==> src/sv/rcp_ram.sv <==
// Generic single-write, single-read synchronous RAM with registered read.
module rcp_ram #(
  parameter int WIDTH = 8,
  parameter int DEPTH = 256
) (
  input  logic                     clk,
  input  logic                     we,
  input  logic [$clog2(DEPTH)-1:0] waddr,
  input  logic [WIDTH-1:0]         wdata,
  input  logic                     re,
  input  logic [$clog2(DEPTH)-1:0] raddr,
  output logic [WIDTH-1:0]         rdata
);

  logic [WIDTH-1:0] mem [DEPTH];

  always_ff @(posedge clk) begin
    if (we) begin
      mem[waddr] <= wdata;
    end
    if (re) begin
      rdata <= mem[raddr];
    end
  end

endmodule

==> config.mk <==
export PLATFORM = sky130hd
export DESIGN_NAME = rcp_ram
export DESIGN_NICKNAME = d
export VERILOG_FILES = /design/src/sv/rcp_ram.sv
export SDC_FILE = /design/constraint.sdc
export NUM_CORES = 2
export LEC_CHECK = 0
export BUFFER_PORTS_ARGS = -buffer_cell sky130_fd_sc_hd__buf_2
export CORE_MARGIN = 2
export CORE_UTILIZATION = 60
export CTS_BUF_LIST = sky130_fd_sc_hd__clkbuf_8
export DETAILED_ROUTE_END_ITERATION = 12
export GPL_TIMING_DRIVEN = 0
export PLACE_DENSITY = 0.75
export SYNTH_ARGS = -nofsm -noshare
export SYNTH_HDL_FRONTEND = slang
export SYNTH_SLANG_ARGS = --single-unit
==> constraint.sdc <==
create_clock -name clk -period 4 [get_ports clk]
set_clock_uncertainty 0.1 [all_clocks]
set_input_delay 0.4 -clock clk [delete_from_list [all_inputs] [get_ports clk]]
set_output_delay 0.4 -clock clk [all_outputs]
set_load 0.03 [all_outputs]
==> summary.txt <==
GRT
  – Met3 usage in global routing: 13.20%
  – M1 GR Usage: 44.32%
  – Vias in the first global route: 41874
  – GRT Total Usage: 34.26%
  – Largest net degree at the start of global routing: 157
  – First-pass GRT wire length: 315800 um
  – Initial antenna violation count: 16
  – Global-route met2 utilization: 50.45%
  – Most Crowded Layer GR: met2
  – Overflow after GRT: 0

Floorplan
  – Chip width: 368.3 um
  – Ports: 35
  – Core area: 0.1316 sq mm
  – Placement Rows: 133
  – Die area: 0.1357 sq mm
  – Initial Util: 60.50%
  – Die H: 368.3 um

Timing
  – Relative slew slack: -5.707%
  – Final setup viols: 7
  – Max Fclk: 0.2251 GHz
  – Worst-Margin Slew: 1.586 ns
  – RSZ-0062 raised after global routing: yes
  – Final Max Slew Viols: 26
  – Slack of the critical path: -0.4419 ns
  – Final hold violation count: 0
  – Final period util: 111.0%
  – Post-route minimum period: 4.442 ns

Yosys
  – Yosys reg bits: 2056
  – Async S/R FF share, synth: 0%
  – Register area share after synthesis: 77.53%
  – Synth cell count leaders: edfxtp_1 (2056), mux4_2 (454), nor2_1 (282)
  – Synth Warn #: 0
  – Area share of the largest cell type after synthesis: 77.53%
  – Unique cell type count in the Yosys netlist: 54
  – Top-count cell post-synth: edfxtp_1
  – Top cells by area in the synthesized netlist: edfxtp_1 (78%), mux4_2 (13%), mux2i_1 (1.7%)
  – Cells after synthesis: 3733
  – Syn_nets: 3760
  – Post-synth design cell area: 0.07964 sq mm
  – Post-synth EDFFs: 2056
  – Ys flop type: edfxtp_1
  – Syn avg cell area: 21.33 sq um
  – Largest area contributor in the netlist: edfxtp_1

Place
  – Routability Congestion: 1.013
  – # placed instances: 5529
  – Final HPWL DP: 150100 um
  – # port buffers: 27
  – Pre-CTS setup slack: -1.126 ns

Run status
  – Status: finished with violations
  – Violated checks: capacitance limit, slew limit, setup timing

Worst setup path
  – FF-to-FF path depth: 6
  – Worst r2r dst: rdata[3]
  – Critical path arrival: 4.99 ns
  – Crit Path Max Fanout: 10
  – Reg2Reg Setup Slack: 0.29 ns
  – Setup crit start: raddr[2]
  – CP required: 4.55 ns
  – CP Capture Type: flip-flop
  – Startpoint type of the worst setup path: input pin
  – WS Path Type: input pin to flip-flop
  – Worst r2r src: mem[83][3]

Run
  – Max-cap viol count: 4

Clock tree
  – Clk slew on worst S/H paths: 0.06 ns
  – Root buf cell: clkbuf_8
  – Worst-skew pair later-pin latency: 1.06 ns
  – CTS Buf Count: 331
  – Clock H-tree levels: 5
  – Total clock sinks: 2056
  – Clk buf depth: 4
  – CTS tree: yes

Worst hold path
  – Hold Crit Class: input pin to flip-flop
  – Min-Delay Startpoint: re
  – Hold worst-path end: rdata[6]
  – Hold Path Stages: 2

Pwr
  – PwrDens: 480.1 mW/mm^2
  – P_leak: 27.63 nW
  – Peak supply drop: 0.0003783 V

Layout
  – Post-layout net count: 4143
  – Utilization after layout: 66.97%
  – Non-filler cells, final: 6104
  – Area grow syn2layout: 10.70%
  – Share of cells above drive strength 1: 23.23%

Drt
  – Avg WL per Cell: 37.88 um
  – Final wirelength: 231200 um
  – DR DRC count: 0
  – Vias post-DR: 43238
  – Antenna viol nets, final: 0
  – Vias per cell: 7.084
  – Initial DRT Pass Iterations: 11
  – Initial DRC Count: 7355
-- state kept, by name, indices dropped and copies added (netlist names) --
name / count
rdata: 8
mem: 2048
-- worst max-delay path by stage --
stage | end | slack (ns) | cells after the start
final | rdata[5] | -0.44 | 9
after CTS | rdata[1] | 0.01 | 9
after global routing | rdata[5] | -0.13 | 9
after detailed placement | rdata[4] | -1.13 | 7
after global placement | rdata[4] | -1.40 | 9
after floorplan | rdata[2] | 1.42 | 9
-- per-stage QoR --
step / cell area (sq um) / total power, mW / hold slack [ns] / setup TNS, ns
after floorplan: 79640 / 25.41 / 0.3989 / 0
after global placement: 81970 / 26.62 / 0.6314 / -1202.20
after detailed placement: 82400 / 26.64 / 0.6584 / -9.759
after CTS: 88100 / 42.17 / 0.09186 / 0
after global routing: 88130 / 43.15 / 0.1879 / -0.1291
final: 88150 / 42.32 / 0.1910 / -1.783
-- cells by family (layout without fill, tap and decap cells) --
logic type	count (synthesis)	in the layout	synth area share, %
compound gates	385	385	3.416
buf+inv	235	836	1.829
flops	2056	2056	77.53
mux	591	591	14.60
other cells	0	15	0
simple gates	466	466	2.625
-- worst max-delay path, stage by stage --
cell	delay (ns)
buf_2	0.18
buf_2	0.35
buf_2	0.44
nor2_1	0.48
buf_1	0.94
a22oi_1	0.22
a31oi_1	0.54
nor4_1	0.33
nor4_1	1.09
-- report_power, final --
part	internal, mW	total [mW]	switching [mW]
clock	7.99	16.0	8.03
sequential	23.8	23.8	0.0131
combinational	0.768	2.52	1.75
total	32.5	42.3	9.79
-- metal layers --
layer	up-vias	wire length (um)
met1	22030	76720
met3	793	35080
met4	18	14150
li1	16517	-
met5	-	318
met2	3880	105000
-- repair_timing --
action,in CTS,in global routing
setup buffers,0,0
hold buffers,9,0
endpoints found under the setup margin,3,3
resized for setup,3,3
hold endpoints to repair,908,0
-- final cells by class --
type / count / area, sq um
Tap cell: 1755 / 2196
Fill cell: 8163 / 43480
Antenna cell: 15 / 37.54
Clock inverter: 212 / 935.9
Clock buffer: 339 / 4666
Buffer: 233 / 1480
Timing Repair Buffer: 50 / 633.1
Multi-Input combinational cell: 1442 / 16460
Inverter: 2 / 7.507
Sequential cell: 2056 / 61740
-- layout by cell type (no fill, tap or decap), types with 9 or more instances in the layout --
cell,instances
edfxtp_1,2056
mux4_2,454
clkbuf_8,339
nor2_1,282
mux2i_1,134
a22oi_1,133
inv_1,105
a21oi_1,96
clkbuf_1,90
clkinv_1,72
buf_2,52
o221ai_1,46
nand3_1,34
nand2_1,33
nor2b_1,31
clkinv_2,29
o22ai_1,28
buf_4,27
buf_1,22
buf_8,22
nor3_1,22
buf_6,21
nor4_1,21
clkbuf_2,20
a211oi_1,16
diode_2,15
a221oi_1,13
buf_16,11
nand4_1,10
o211ai_1,10
o21ai_0,10
dlygate4sd3_1,9
Note: power is estimated with default switching activity, not from simulation.
