**config.mk**
```make
export PLATFORM = sky130hd
export DESIGN_NAME = rcp_sweep
export DESIGN_NICKNAME = d
export VERILOG_FILES = /design/src/sv/rcp_pkg.sv /design/src/sv/rcp_sweep.sv
export SDC_FILE = /design/constraint.sdc
export NUM_CORES = 1
export LEC_CHECK = 0
export ABC_AREA = 1
export BUFFER_PORTS_ARGS = -buffer_cell sky130_fd_sc_hd__buf_2
export CAP_MARGIN = 20
export CELL_PAD_IN_SITES_DETAIL_PLACEMENT = 1
export CELL_PAD_IN_SITES_GLOBAL_PLACEMENT = 2
export CORE_MARGIN = 1.5
export CORE_UTILIZATION = 38
export CTS_BUF_LIST = sky130_fd_sc_hd__clkbuf_8 sky130_fd_sc_hd__clkbuf_16
export CTS_CLUSTER_DIAMETER = 120
export DETAILED_ROUTE_END_ITERATION = 12
export PLACE_DENSITY = 0.89
export SYNTH_ARGS = -nofsm -noshare
export SYNTH_HDL_FRONTEND = slang
export SYNTH_SLANG_ARGS = --single-unit
```
**constraint.sdc**
```tcl
create_clock -name clk -period 15.5 [get_ports clk]
set_input_delay 3.1 -clock clk [delete_from_list [all_inputs] [get_ports clk]]
set_output_delay 3.1 -clock clk [all_outputs]
set_load 0.005 [all_outputs]
```
**src/sv/rcp_pkg.sv**
```systemverilog
// Shared types, constants and helpers for the rectangle canvas painter.
package rcp_pkg;

  localparam int MAX_DIM    = 512;
  localparam int DIM_BITS   = (MAX_DIM > 1) ? $clog2(MAX_DIM) : 1;
  localparam int CNT_BITS   = DIM_BITS + 1;
  localparam int ADDR_BITS  = 2 * DIM_BITS;
  localparam int DEPTH      = 1 << ADDR_BITS;
  localparam int CHAR_BITS  = 8;
  localparam int CFG_BITS   = 10;
  localparam int UNIT_SHIFT = 8;
  localparam int COORD_BITS = 35;

  localparam logic signed [COORD_BITS-1:0] ONE_UNIT = COORD_BITS'(1 << UNIT_SHIFT);

  localparam logic [1:0] ACT_CLEAR = 2'd0;
  localparam logic [1:0] ACT_DRAW  = 2'd1;
  localparam logic [1:0] ACT_READ  = 2'd2;

  localparam logic [1:0] ST_OK      = 2'd0;
  localparam logic [1:0] ST_SIZE    = 2'd1;
  localparam logic [1:0] ST_OUTSIDE = 2'd2;

  localparam logic [1:0] CFG_WIDTH  = 2'd0;
  localparam logic [1:0] CFG_HEIGHT = 2'd1;
  localparam logic [1:0] CFG_BG     = 2'd2;

  localparam logic [CFG_BITS-1:0]  WIDTH_RST  = 10'd512;
  localparam logic [CFG_BITS-1:0]  HEIGHT_RST = 10'd512;
  localparam logic [CHAR_BITS-1:0] BG_RST     = 8'd32;

  typedef struct packed {
    logic [1:0]        action;
    logic              outline_only;
    logic signed [31:0] rect_left;
    logic signed [31:0] rect_top;
    logic signed [31:0] rect_width;
    logic signed [31:0] rect_height;
    logic [7:0]        paint_char;
    logic [8:0]        cell_row;
    logic [8:0]        cell_col;
  } request_t;

  typedef struct packed {
    logic [1:0] status;
    logic [7:0] cell_value;
  } response_t;

  typedef struct packed {
    logic                  clear;
    logic                  outline;
    logic [CHAR_BITS-1:0]  fill_char;
    logic signed [31:0]    x;
    logic signed [31:0]    y;
    logic signed [31:0]    w;
    logic signed [31:0]    h;
  } sweep_job_t;

  typedef struct packed {
    logic                  en;
    logic [ADDR_BITS-1:0]  addr;
    logic [CHAR_BITS-1:0]  data;
  } ram_wr_t;

  function automatic logic signed [COORD_BITS-1:0] sx(input logic signed [31:0] v);
    return COORD_BITS'(v);
  endfunction

  function automatic logic [CNT_BITS-1:0] sat_dim(input logic [CFG_BITS-1:0] v);
    if (32'(v) > MAX_DIM) begin
      return CNT_BITS'(MAX_DIM);
    end
    return CNT_BITS'(v);
  endfunction

endpackage

```
**src/sv/rcp_sweep.sv**
```systemverilog
// Raster sweep over the canvas: per-cell clear/paint decision and write stage.
module rcp_sweep (
  input  logic                      clk,
  input  logic                      rst,
  input  logic                      go,
  input  rcp_pkg::sweep_job_t       job_in,
  input  logic [rcp_pkg::CNT_BITS-1:0] rows,
  input  logic [rcp_pkg::CNT_BITS-1:0] cols,
  output rcp_pkg::ram_wr_t          wr,
  output logic                      finished
);
  import rcp_pkg::*;

  typedef enum logic [3:0] {
    S_IDLE  = 4'b0001,
    S_SETUP = 4'b0010,
    S_RUN   = 4'b0100,
    S_FLUSH = 4'b1000
  } sweep_state_t;

  sweep_state_t state;
  sweep_job_t   job;
  logic [DIM_BITS-1:0] r;
  logic [DIM_BITS-1:0] c;
  logic signed [COORD_BITS-1:0] x_lo, x_lo_edge, x_hi, x_hi_edge;
  logic signed [COORD_BITS-1:0] y_lo, y_lo_edge, y_hi, y_hi_edge;
  logic signed [COORD_BITS-1:0] py, px;
  logic in_r, in_c, edge_r, edge_c, paint;
  logic last_c, last_r;

  always_comb begin
    py     = signed'(COORD_BITS'({r, {UNIT_SHIFT{1'b0}}}));
    px     = signed'(COORD_BITS'({c, {UNIT_SHIFT{1'b0}}}));
    in_r   = (py >= y_lo) && (py <= y_hi);
    in_c   = (px >= x_lo) && (px <= x_hi);
    edge_r = (py < y_lo_edge) || (py > y_hi_edge);
    edge_c = (px < x_lo_edge) || (px > x_hi_edge);
    paint  = job.clear || (in_r && in_c && (!job.outline || edge_r || edge_c));
    last_c = (c == DIM_BITS'(cols - 1'b1));
    last_r = (r == DIM_BITS'(rows - 1'b1));
  end

  always_ff @(posedge clk) begin
    if (rst) begin
      state    <= S_IDLE;
      wr.en    <= 1'b0;
      finished <= 1'b0;
    end else begin
      finished <= 1'b0;
      wr.en    <= 1'b0;
      unique case (state)
        S_IDLE: begin
          if (go) begin
            job   <= job_in;
            r     <= '0;
            c     <= '0;
            state <= S_SETUP;
          end
        end
        S_SETUP: begin
          x_lo      <= sx(job.x);
          x_lo_edge <= sx(job.x) + ONE_UNIT;
          x_hi      <= sx(job.x) + sx(job.w);
          x_hi_edge <= sx(job.x) + sx(job.w) - ONE_UNIT;
          y_lo      <= sx(job.y);
          y_lo_edge <= sx(job.y) + ONE_UNIT;
          y_hi      <= sx(job.y) + sx(job.h);
          y_hi_edge <= sx(job.y) + sx(job.h) - ONE_UNIT;
          state     <= S_RUN;
        end
        S_RUN: begin
          wr.en   <= paint;
          wr.addr <= {r, c};
          wr.data <= job.fill_char;
          if (last_c) begin
            c <= '0;
            if (last_r) begin
              state <= S_FLUSH;
            end else begin
              r <= r + 1'b1;
            end
          end else begin
            c <= c + 1'b1;
          end
        end
        S_FLUSH: begin
          finished <= 1'b1;
          state    <= S_IDLE;
        end
        default: state <= S_IDLE;
      endcase
    end
  end

endmodule
```
==> impl_metrics.yaml <==
power:
  comb_power_share_pct: 14.2
  p_sw_share_pct: 26.8
  p_int_mw: 2.13
  p_leak_nw: 12.3
  powerDensity_nw_per_um2: 105
  seq_power_share_pct: 46.2
  p_switching_mw: 0.779
  clockPowerShare_pct: 39.7
  peakVddDrop_v: 0.0000872
floorplan:
  start_util_pct: 38.6
  die_h_um: 254
  dieArea_um2: 64400
  rows: 91
  ioPinCount: 189
  die_w_um: 254
  core_area_um2: 61900
cts:
  htreeDepth: 2
  clkLatencyLatePin_ns: 0.59
  clock_sinks: 420
  numCtsBuffers: 48
  clkTransAtPathRegs_ns: 0.06
  cts_tree: "yes"
  post_cts_buffers: 0
  cts_root_buf: "clkbuf_16"
  postCtsResizedCells: 0
  holdBufCountCts: 0
  cts_buffer_depth: 3
setup_path:
  cp.arrival_ns: 5.30
  required_ns: 15.71
  slowest_stage: "nor2_1"
  path_class: "input pin to register"
  critPathLaunchType: "input pin"
  crit_path_max_incr_delay_ns: 0.59
  worst-path-max-fanout: 12
  worstPathCellList: "buf_2 > inv_1 > ha_1 > nand2_1 > xor2_1 > xor2_1 > nand2_1 > nor2_1 > nand2_1 > o21ai_0 > buf_4 > o211ai_1 > nor2_1"
  worst_path_most_repeated_cell: "nand2_1"
  critPathCaptureType: "register"
timing:
  finClkSkew_ns: 0.0272
  min_period_ns: 5.09
  hold_violations: 0
  post-route-period-util_pct: 32.8
  finalWorstSetupSlack_ns: 10.41
  rsz0062_at_grt: "false"
  finalSetupTns_ns: 0
  final-max-slew-violation-count: 0
  worst_pin_slew_ns: 1.02
  maxSlewHeadroom_pct: 31.9
  max_freq_ghz: 0.196
  setup_viol: 0
place:
  pre_cts_ws_ns: 9.84
  place_inst: 3668
  place_area_um2: 26000
  hpwlAfterDp_um: 54100
  port_buffers: 186
  gp_congestion: 0.851
logic_synthesis:
  synth_edf_count: 414
  ys_warn_count: 0
  syn_area_per_cell_um2: 9.06
  async_reset_ff_share_pct: 0
  synth_nets: 2947
  synth-seq-cells: 420
  synth_cell_types: 40
  syn_area_um2: 23900
  synth.yosys.seq_area_share_pct: 52.5
  ys_dominant_reg_cell: "edfxtp_1"
  syn_inst: 2640
cells_and_area:
  layout.cells.non_filler: 3758
  drive_above_1_share_pct: 12.6
  post-route-util_pct: 44.5
  syn2layout_area_growth_pct: 15.4
  fin_nets: 3189
  design_area_um2: 27600
  fillCellCount: 7283
detailed_routing:
  ant_nets: 0
  drtIter0Drc: 1029
  wire_per_inst_um: 17.9
  vias: 18500
  firstDrtPassIters: 5
  vias_per_cell: 4.92
  drcViolationCount: 0
  routed_wl_um: 67200
outcome:
  status: "finished, final reports clean"
global_routing:
  use_met1_pct: 28.4
  grt_max_degree: 87
  grt_pass1_vias: 19500
  grt.met3_usage_pct: 2.90
  grt_util_met2_pct: 35.5
  gr-total-overflow: 0
  track_usage_pct: 21.1
  busiest_layer: "met2"
  antenna_found_initial: 1
  grt_first_pass_wirelength_um: 105000
worst_hold_path:
  hold_path_class: "register to register"
run:
  maxCapViolations: 0
-- state kept, by name, summed over array words and instances, names as in the netlist --
register / flops
y_hi: 33
x_hi_edge: 26
r: 9
y_lo: 32
wr: 27
c: 9
finished: 1
job: 138
x_hi: 33
y_lo_edge: 25
y_hi_edge: 26
x_lo: 32
state: 4
x_lo_edge: 25
-- layer usage --
metal | share of wire (%) | wire [um] | vias to the layer above
met2 | 47 | 31400 | 342
met4 | 2.2 | 1510 | 0
met5 | 0 | 0 | -
met3 | 4.4 | 2950 | 91
li1 | - | - | 9122
met1 | 47 | 31400 | 8930
-- layout make-up --
cell class	instances	area (um^2)	share of cell area (%)
Antenna cell	1	2.50	0.00907
Clock buffer	49	1230	4.44
Clock inverter	39	374	1.36
Inverter	452	1700	6.15
Multi-Input combinational cell	1766	9680	35.1
Sequential cell	420	12600	45.5
Tap cell	837	1050	3.80
Timing Repair Buffer	194	1010	3.66
-- final timing paths --
path | slack (ns) | end | cells past startpoint | from
worst min-delay path | 0.42 | wr[0] | 0 | job[128]
worst max register to register | 11.68 | y_hi_edge[26] | 15 | job[0]
worst min register to register | 0.42 | wr[0] | 0 | job[128]
worst max-delay path | 10.41 | r[8] | 13 | cols[0]
-- synth_stat cells (all sizes together) (2+ instances only) --
library cell,number,area share [%]
a21o,3,0.094
a21oi,74,1.5
and2,12,0.31
dfxtp,6,0.50
edfxtp,414,52
fa,2,0.17
ha,144,7.5
inv,452,7.1
nand2,774,13
nand3,148,3.3
nand3b,23,0.72
nand4,65,1.7
nor2,276,4.8
nor3,45,1.0
nor3b,6,0.21
nor4,27,0.73
nor4b,2,0.073
o211ai,3,0.094
o21a,4,0.13
o21ai,21,0.44
o21bai,3,0.094
or2,11,0.29
xnor2,32,1.2
xor2,88,3.2
-- worst max-delay path, delay by kind of cell --
family	cells	cell delay, ns
fa+ha+maj	1	0.24
xor+xnor	2	0.42
compound gates	2	0.27
buf+inv	3	0.37
simple gates	5	0.90
-- cells in the final DEF (no fill, tap or decap), drive strengths merged, types with 3 or more instances in the layout --
cell,instances
a21o,3
a21oi,74
and2,12
buf,194
bufinv,7
clkbuf,49
clkinv,22
dfxtp,6
edfxtp,414
ha,144
inv,461
nand2,774
nand3,148
nand3b,23
nand4,65
nor2,276
nor3,45
nor3b,6
nor4,27
o211ai,3
o21a,4
o21ai,21
o21bai,3
or2,11
xnor2,32
xor2,88
-- power by group through the flow --
| stage | logic [mW] | registers, mW | clock network [mW] |
|---|---|---|---|
| 2_1_floorplan | 0.277 | 1.35 | 0 |
| 4_1_cts | 0.415 | 1.34 | 1.18 |
| 3_5_place_dp | 0.412 | 1.37 | 0 |
| 6_report | 0.412 | 1.34 | 1.15 |
| 5_1_grt | 0.466 | 1.35 | 1.22 |
| 3_3_place_gp | 0.393 | 1.36 | 0 |
-- per-stage QoR --
step	hold WS [ns]	power [mW]
3_3_place_gp	0.402	1.76
4_1_cts	0.420	2.94
5_1_grt	0.426	3.03
3_5_place_dp	0.406	1.78
2_1_floorplan	0.400	1.63
6_report	0.419	2.91
-- kinds of logic (layout without fill, tap and decap cells) --
| logic type | after synthesis | in the layout | share of synthesized area (%) |
|---|---|---|---|
| AND/OR/NAND/NOR | 1389 | 1389 | 25.7 |
| adder cells (fa/ha/maj) | 146 | 146 | 7.70 |
| AO/OA/AOI/OAI | 111 | 111 | 2.50 |
| other | 0 | 1 | 0 |
| XOR/XNOR | 120 | 120 | 4.46 |
| buffers and inverters | 454 | 734 | 7.13 |
| flip-flops | 420 | 420 | 52.5 |
(Power assumes the default switching activity.)
